==> src/hdl/m6502_pkg.sv <==
// Package for the partial 6502 execute unit: decode types, codes and decode function.
// No dependencies.
package m6502_pkg;

  localparam int unsigned MemDepthDefault = 65536;

  typedef enum logic [2:0] {
    K_LDA, K_LDX, K_LDY, K_ADC, K_AND, K_ASL, K_BR, K_BIT
  } kind_e;

  typedef enum logic [3:0] {
    M_IMM, M_ZP, M_ZPX, M_ZPY, M_ABS, M_ABX, M_ABY, M_INX, M_INY, M_ACC, M_REL
  } amode_e;

  localparam logic [1:0] ModeWrite = 2'd0;
  localparam logic [1:0] ModeExec  = 2'd1;
  localparam logic [1:0] ModeReset = 2'd2;

  localparam logic [7:0] StatusReset = 8'b0001_0000;
  localparam logic [7:0] SpReset     = 8'hFF;
  localparam logic [15:0] VecLo      = 16'hFFFC;
  localparam logic [15:0] VecHi      = 16'hFFFD;

  // memory port commands from the controller
  typedef enum logic [2:0] {
    SRC_OPND, SRC_OPND1, SRC_PTR, SRC_PTR1, SRC_EA, SRC_VLO, SRC_VHI, SRC_WADDR
  } asrc_e;

  typedef struct packed {
    logic   rd_en;
    asrc_e  rd_src;
    logic   ld_lo;    // capture read byte into low byte latch
    logic   ld_hi;    // capture read byte into high byte latch
    logic   ld_zp;    // capture zero-page pointer
    logic   ld_op;    // capture operand/data byte
    logic   ea_fix;   // form effective address from latches
    logic   exec;     // commit the instruction
    logic   wb;       // write ASL result back
    logic   wr_item;  // mode 0 write
    logic   rst_core; // mode 2 register load
    logic   done;     // present result
    logic   unsup;
  } cmd_t;

  typedef struct packed {
    logic   valid;
    kind_e  kind;
    amode_e am;
  } dec_t;

  function automatic dec_t decode(input logic [7:0] op);
    dec_t d;
    d = '{valid: 1'b1, kind: K_LDA, am: M_IMM};
    case (op)
      8'hA9: d = '{1'b1, K_LDA, M_IMM};
      8'hA5: d = '{1'b1, K_LDA, M_ZP};
      8'hB5: d = '{1'b1, K_LDA, M_ZPX};
      8'hAD: d = '{1'b1, K_LDA, M_ABS};
      8'hBD: d = '{1'b1, K_LDA, M_ABX};
      8'hB9: d = '{1'b1, K_LDA, M_ABY};
      8'hA1: d = '{1'b1, K_LDA, M_INX};
      8'hB1: d = '{1'b1, K_LDA, M_INY};
      8'hA2: d = '{1'b1, K_LDX, M_IMM};
      8'hA6: d = '{1'b1, K_LDX, M_ZP};
      8'hB6: d = '{1'b1, K_LDX, M_ZPY};
      8'hAE: d = '{1'b1, K_LDX, M_ABS};
      8'hBE: d = '{1'b1, K_LDX, M_ABY};
      8'hA0: d = '{1'b1, K_LDY, M_IMM};
      8'hA4: d = '{1'b1, K_LDY, M_ZP};
      8'hB4: d = '{1'b1, K_LDY, M_ZPX};
      8'hAC: d = '{1'b1, K_LDY, M_ABS};
      8'hBC: d = '{1'b1, K_LDY, M_ABX};
      8'h69: d = '{1'b1, K_ADC, M_IMM};
      8'h65: d = '{1'b1, K_ADC, M_ZP};
      8'h75: d = '{1'b1, K_ADC, M_ZPX};
      8'h6D: d = '{1'b1, K_ADC, M_ABS};
      8'h7D: d = '{1'b1, K_ADC, M_ABX};
      8'h79: d = '{1'b1, K_ADC, M_ABY};
      8'h61: d = '{1'b1, K_ADC, M_INX};
      8'h71: d = '{1'b1, K_ADC, M_INY};
      8'h29: d = '{1'b1, K_AND, M_IMM};
      8'h25: d = '{1'b1, K_AND, M_ZP};
      8'h35: d = '{1'b1, K_AND, M_ZPX};
      8'h2D: d = '{1'b1, K_AND, M_ABS};
      8'h3D: d = '{1'b1, K_AND, M_ABX};
      8'h39: d = '{1'b1, K_AND, M_ABY};
      8'h21: d = '{1'b1, K_AND, M_INX};
      8'h31: d = '{1'b1, K_AND, M_INY};
      8'h0A: d = '{1'b1, K_ASL, M_ACC};
      8'h06: d = '{1'b1, K_ASL, M_ZP};
      8'h16: d = '{1'b1, K_ASL, M_ZPX};
      8'h0E: d = '{1'b1, K_ASL, M_ABS};
      8'h1E: d = '{1'b1, K_ASL, M_ABX};
      8'h90, 8'hB0, 8'hF0, 8'h30, 8'hD0, 8'h10: d = '{1'b1, K_BR, M_REL};
      8'h24: d = '{1'b1, K_BIT, M_ZP};
      8'h2C: d = '{1'b1, K_BIT, M_ABS};
      default: d.valid = 1'b0;
    endcase
    return d;
  endfunction

endpackage

==> src/hdl/m6502_ctrl.sv <==
// Sequencer for the partial 6502 execute unit: steps memory reads per addressing mode.
// Depends on m6502_pkg.
module m6502_ctrl import m6502_pkg::*; (
  input  logic       clk_i,
  input  logic       rst_ni,
  input  logic       start_i,
  input  logic [1:0] mode_i,
  input  logic [7:0] opcode_i,
  input  logic       clr_done_i,
  output logic       busy_o,
  output cmd_t       cmd_o,
  output dec_t       dec_o
);

  localparam logic [3:0] S_CLEAR = 4'd0;
  localparam logic [3:0] S_IDLE  = 4'd1;
  localparam logic [3:0] S_OPND  = 4'd2;
  localparam logic [3:0] S_OPND1 = 4'd3;
  localparam logic [3:0] S_PTR   = 4'd4;
  localparam logic [3:0] S_PTR1  = 4'd5;
  localparam logic [3:0] S_EAFIX = 4'd6;
  localparam logic [3:0] S_DATA  = 4'd7;
  localparam logic [3:0] S_EXEC  = 4'd8;
  localparam logic [3:0] S_VHI   = 4'd9;
  localparam logic [3:0] S_RST   = 4'd10;
  localparam logic [3:0] S_DONE  = 4'd11;
  localparam logic [3:0] S_WAIT  = 4'd12;

  logic [3:0] state_q, state_d;
  dec_t       dec_q, dec_d;
  dec_t       dn;

  assign dn     = decode(opcode_i);
  assign busy_o = (state_q != S_IDLE);
  assign dec_o  = dec_q;

  always_ff @(posedge clk_i or negedge rst_ni) begin
    if (!rst_ni) begin
      state_q <= S_CLEAR;
      dec_q   <= '{1'b0, K_LDA, M_IMM};
    end else begin
      state_q <= state_d;
      dec_q   <= dec_d;
    end
  end

  always_comb begin
    state_d = state_q;
    dec_d   = dec_q;
    cmd_o   = '0;
    cmd_o.rd_src = SRC_OPND;
    case (state_q)
      S_CLEAR: if (clr_done_i) state_d = S_IDLE;
      S_IDLE: begin
        if (start_i) begin
          dec_d = dn;
          case (mode_i)
            ModeWrite: begin
              cmd_o.wr_item = 1'b1;
              state_d = S_DONE;
            end
            ModeExec: begin
              if (!dn.valid) state_d = S_DONE;
              else if (dn.am == M_ACC) state_d = S_EXEC;
              else begin
                cmd_o.rd_en = 1'b1;
                cmd_o.rd_src = SRC_OPND;
                state_d = S_OPND;
              end
            end
            ModeReset: begin
              cmd_o.rd_en = 1'b1;
              cmd_o.rd_src = SRC_VLO;
              state_d = S_VHI;
            end
            default: state_d = S_DONE;
          endcase
        end
      end
      S_OPND: begin
        // first operand byte is on the read port
        case (dec_q.am)
          M_IMM, M_REL: begin
            cmd_o.ld_op = 1'b1;
            state_d = S_EXEC;
          end
          M_ABS, M_ABX, M_ABY: begin
            cmd_o.ld_lo = 1'b1;
            cmd_o.rd_en = 1'b1;
            cmd_o.rd_src = SRC_OPND1;
            state_d = S_OPND1;
          end
          M_INX, M_INY: begin
            cmd_o.ld_zp = 1'b1;
            state_d = S_PTR;
          end
          default: begin
            cmd_o.ld_lo = 1'b1;
            state_d = S_EAFIX;
          end
        endcase
      end
      S_OPND1: begin
        cmd_o.ld_hi = 1'b1;
        state_d = S_EAFIX;
      end
      S_PTR: begin
        cmd_o.rd_en = 1'b1;
        cmd_o.rd_src = SRC_PTR;
        state_d = S_PTR1;
      end
      S_PTR1: begin
        cmd_o.ld_lo = 1'b1;
        cmd_o.rd_en = 1'b1;
        cmd_o.rd_src = SRC_PTR1;
        state_d = S_OPND1;
      end
      S_EAFIX: begin
        cmd_o.ea_fix = 1'b1;
        state_d = S_DATA;
      end
      S_DATA: begin
        cmd_o.rd_en = 1'b1;
        cmd_o.rd_src = SRC_EA;
        state_d = S_WAIT;
      end
      S_WAIT: begin
        cmd_o.ld_op = 1'b1;
        state_d = S_EXEC;
      end
      S_EXEC: begin
        cmd_o.exec = 1'b1;
        cmd_o.wb = (dec_q.kind == K_ASL) && (dec_q.am != M_ACC);
        state_d = S_DONE;
      end
      S_VHI: begin
        cmd_o.ld_lo = 1'b1;
        cmd_o.rd_en = 1'b1;
        cmd_o.rd_src = SRC_VHI;
        state_d = S_RST;
      end
      S_RST: begin
        cmd_o.ld_hi = 1'b1;
        cmd_o.rst_core = 1'b1;
        state_d = S_DONE;
      end
      S_DONE: begin
        cmd_o.done = 1'b1;
        cmd_o.unsup = !dec_q.valid;
        state_d = S_IDLE;
      end
      default: state_d = S_IDLE;
    endcase
    // mode other than execute never flags unsupported
    if (state_q == S_IDLE && start_i && mode_i != ModeExec) dec_d.valid = 1'b1;
  end

endmodule

==> config.mk <==
export PLATFORM = sky130hd
export DESIGN_NAME = m6502_ctrl
export DESIGN_NICKNAME = d
export VERILOG_FILES = /design/src/hdl/m6502_pkg.sv /design/src/hdl/m6502_ctrl.sv
export SDC_FILE = /design/constraint.sdc
export NUM_CORES = 1
export LEC_CHECK = 0
export BUFFER_PORTS_ARGS = -buffer_cell sky130_fd_sc_hd__buf_2
export CORE_MARGIN = 2
export CORE_UTILIZATION = 51
export CTS_CLUSTER_SIZE = 30
export DETAILED_ROUTE_END_ITERATION = 10
export PLACE_DENSITY = 0.76
export SYNTH_ARGS = -nofsm -noshare
export SYNTH_HDL_FRONTEND = slang
export SYNTH_SLANG_ARGS = --single-unit
==> constraint.sdc <==
create_clock -name clk_i -period 1.7 [get_ports clk_i]
set_clock_uncertainty 0.2 [all_clocks]
set_input_delay 0.17 -clock clk_i [delete_from_list [all_inputs] [get_ports clk_i]]
set_output_delay 0.17 -clock clk_i [all_outputs]
set_load 0.01 [all_outputs]
==> results of run 1 <==
## cell families after synthesis
kind of cell / count (synthesis) / synth area share
and+or+nand+nor: 135 / 0.3966
AOI/OAI and AO/OA: 80 / 0.2753
buffers and inverters: 38 / 0.1024
DFF: 12 / 0.1508
xor gates and xnor gates: 8 / 0.03519
adders and majority gates: 4 / 0.02389
muxes: 3 / 0.01571
## stage by stage
step,instances,util,hold WS [ps]
floorplan,280,-,-325.6
global placement,426,0.7444,-144.6
detailed placement,426,0.7444,-138.4
CTS,449,0.8916,151.9
## timing repair
item                                   CTS
hold buffers                             1
gates resized for setup                 89
endpoints found under the hold margin   12
buffers inserted                        22
pin swaps                               27
setup endpoints to repair               20
## layer usage
| metal | GRT overflow | track usage |
|---|---|---|
| met3 | 1 | 0.5895 |
| met1 | 0 | 0.7606 |
| met4 | 92 | 1.128 |
| met2 | 159 | 1.146 |
| met5 | 0 | 0.01389 |
==> flow_summary.json, run 1 <==
{
  "die_y_microns": 66.48,
  "dp_hpwl_microns": 5558,
  "synth_edf_count": 0,
  "root_buffer": "clkbuf_8",
  "cts_made_buffers": 3,
  "ys_top_cells_by_area": "dfrtp_1, nor2_1, a21oi_1",
  "synth_top_cells_by_count": "nor2_1, nand2_1, a21oi_1, o21ai_0",
  "synth_top_area_cell": "dfrtp_1",
  "synth_most_common_cell": "nor2_1",
  "haltStage": "global routing",
  "status": "stopped before the end",
  "finalWeightedCongestion": 0.9629,
  "ys.flop_type": "dfrtp_1",
  "grt_usage": 0.8658,
  "place_area_sq_um": 2766,
  "die_w_microns": 66.48,
  "ys_warn_count": 0,
  "worstEndpointGrtRepair": "cmd_o[14]",
  "initial_core_util": 0.5357,
  "endpoint_type": "top-level output",
  "gr-total-overflow": 252,
  "yosysUniqueCellTypes": 70,
  "synth_seq_cells": 12,
  "async_reset_ff_frac": 1.000,
  "postSynthAreaPerCell_sq_um": 7.109,
  "first-error": "[ERROR GRT-0232] Routing congestion too high. Check the congestion heatmap in the GUI.",
  "synth.cell_area_sq_um": 1991,
  "syn_nets": 297,
  "io_pins": 38,
  "clock-sinks": 12,
  "row_count": 22,
  "dp_slack_ps": -426.0,
  "grt_max_degree": 17,
  "synthCells": 280,
  "ctsLongestPathBuffers": 2,
  "htreeDepth": 1,
  "io_buffers": 37,
  "seq_area_frac_synth": 0.1508,
  "synth_top_area_frac": 0.1508
}
==> run 2, diff against run 1 <==
- CORE_UTILIZATION: 51 -> 40
- CTS_CLUSTER_SIZE: 30 -> unset
- PLACE_DENSITY: 0.76 -> unset
- PLACE_DENSITY_LB_ADDON: unset -> 0.15
- clock period: 1.7 -> 2.2 ns (I/O delays scaled with it)
==> flow_summary.json, run 2 <==
{
  "power_leakage_nw": 1.061,
  "path_clk_slew_ps": 50,
  "setup_ws_ps": 4.828,
  "power_density_nw_per_um2": 901.6,
  "drt-total-wl_microns": 6176,
  "synth-simple-area-share": 0.3966,
  "synth_top_family_by_area": "simple AND/OR/NAND/NOR gates",
  "drtIter0Drc": 158,
  "cts_tree": "done",
  "cts_made_buffers": 3,
  "antenna_found_initial": 0,
  "synth.cell_area_sq_um": 1991,
  "clock-sinks": 12,
  "gr-total-overflow": 0,
  "final_max_slew_viol_count": 0,
  "die_y_microns": 74.55,
  "synth_xor_area_frac": 0.03520,
  "initial_core_util": 0.4187,
  "drc_errors": 0,
  "async_reset_ff_frac": 1.000,
  "placeableCoreArea_sq_um": 4755,
  "ys_warn_count": 0,
  "dp_slack_ps": 54.50,
  "drive_gt1_frac": 0.3021,
  "grt_max_degree": 21,
  "r2r_cells": 5,
  "synth_adder_area_share": 0.02388,
  "dp_hpwl_microns": 4741,
  "rsz0062_at_grt": "yes",
  "wl_met2_microns": 2710,
  "final_common_cell": "buf_4",
  "postSynthAreaPerCell_sq_um": 7.109,
  "fillers": 487,
  "synthMuxAreaShare": 0.01571,
  "synthCells": 280,
  "num_antenna_cells": 0,
  "cp.required_ps": 1780,
  "yosysUniqueCellTypes": 70,
  "wl_met3_microns": 366,
  "io_buffers": 37,
  "htreeDepth": 1,
  "crit_end": "cmd_o[14]",
  "wl_met1_microns": 2929,
  "firstDrtPassIters": 6,
  "cp.arrival_ps": 1780,
  "setup_viol": 0,
  "ys.flop_type": "dfrtp_1",
  "cp-end-kind": "output port",
  "hp-class": "primary input to async pin",
  "die_w_microns": 74.55,
  "final_nets": 349,
  "slew_headroom": 0.6577,
  "status": "finished clean",
  "max-cap-violations": 0,
  "crit_type": "primary input to output port",
  "fin_crit_ps": 2195,
  "ctsLongestPathBuffers": 2,
  "mostFrequentLayoutCells": "buf_4, buf_2, nor2_1",
  "reg2reg_slack_ps": 300,
  "seq_area_frac_synth": 0.1508,
  "area_growth_pct": 24.45,
  "synth_compound_area_frac": 0.2753,
  "reg2reg_from": "state_q[1]$_DFFE_PN0P_",
  "finalWeightedCongestion": 1.067,
  "hold_viol": 0,
  "critPathLaunch": "opcode_i[4]",
  "grt_usage": 0.2248,
  "row_count": 25,
  "synth_most_common_cell": "nor2_1",
  "first_global_vias": 2050,
  "post_drt_wl_per_cell_microns": 15.52,
  "largest_reg_flops": 8,
  "period_share": 0.9978,
  "dieArea_sq_um": 5557,
  "insertion_delay_ps": 230,
  "synth_seq_cells": 12,
  "io_pins": 38,
  "start_kind": "primary input",
  "cp_max_fo": 14,
  "reg2reg_to": "dec_o[4]$_DFFE_PN0P_",
  "synth_top_area_cell": "dfrtp_1",
  "synth_edf_count": 0,
  "syn_nets": 297,
  "synth_top_area_frac": 0.1508,
  "synth_top_cells_by_count": "nor2_1, nand2_1, a21oi_1, o21ai_0",
  "fmax_mhz": 455.5,
  "vias_per_cell": 5.814,
  "root_buffer": "clkbuf_8",
  "fin_util": 0.5211,
  "top_layer_used": "met4",
  "num_vias": 2314,
  "peakVddDrop_uv": 368.9,
  "ys_top_cells_by_area": "dfrtp_1, nor2_1, a21oi_1",
  "grt_pass1_wl_microns": 9825,
  "postRouteAntennaNets": 0,
  "worstMarginPinSlew_ps": 509.5
}
[run 2: logic make-up after synthesis]
family	after synthesis
simple gates	135
compound gates	80
buf+inv	38
flops	12
xor+xnor	8
fa+ha+maj	4
mux	3
[run 2: report_power, final]
part | leakage, nW | internal, mW | switching [mW] | total, mW
Clock | 0.0288 | 0.158 | 0.0769 | 0.235
Combinational | 0.892 | 0.679 | 0.879 | 1.56
Sequential | 0.141 | 0.337 | 0.105 | 0.441
Total | 1.06 | 1.17 | 1.06 | 2.23
[run 2: what timing repair did]
item                                    4_1_cts  5_1_grt
setup buffers                                 0        0
resized for setup                             0        8
hold buffers                                  1        0
endpoints found under the hold margin        12        0
endpoints found under the setup margin        0        3
[run 2: critical path: stages]
cell and delay, ps:
buf_2 190, buf_4 190, nor3_1 400, nand2_1 130, o21ai_2 240, nor4_4 90
nand3_2 90, a21o_1 110, buf_2 120
[run 2: per-layer routing]
metal,vias up,track usage
met5,-,0
met4,0,0.07540
met3,20,0.01220
met2,100,0.3343
met1,1070,0.3443
li1,1124,-
[run 2: worst min-delay path by stage]
stage	start	to	slack, ps	depth (start not counted)
after global placement	rst_ni	dec_o[5]$_DFFE_PN0P_	-90	1
final	rst_ni	dec_o[2]$_DFFE_PN0P_	200	2
after CTS	rst_ni	state_q[3]$_DFFE_PN0P_	200	2
after global routing	rst_ni	state_q[1]$_DFFE_PN0P_	230	2
after detailed placement	rst_ni	dec_o[0]$_DFFE_PN0P_	-90	1
after floorplan	rst_ni	dec_o[0]$_DFFE_PN0P_	-280	0
[run 2: cell type report]
cell class,instances,area [sq um],area share
repair buffers,76,500.5,0.2020
inverters,9,33.78,0.01364
flip-flops and latches,12,300.3,0.1212
multi-input cells,230,1504,0.6071
clock buffers,4,55.05,0.02222
well taps,67,83.83,0.03384
[run 2: metrics by stage]
| stage | instances | setup TNS, ps | hold WS (ps) | cell area [sq um] | power, mW |
|---|---|---|---|---|---|
| 2_1_floorplan | 280 | 0 | -275.6 | 1991 | 1.450 |
| 3_3_place_gp | 393 | 0 | -85.31 | 2387 | 1.956 |
| 3_5_place_dp | 393 | 0 | -87.66 | 2387 | 1.962 |
| 4_1_cts | 398 | 0 | 204.6 | 2452 | 2.210 |
| 5_1_grt | 398 | -18.14 | 232.6 | 2477 | 2.437 |
| 6_report | 398 | 0 | 201.7 | 2477 | 2.234 |
Power figures use the tool's default switching activity.
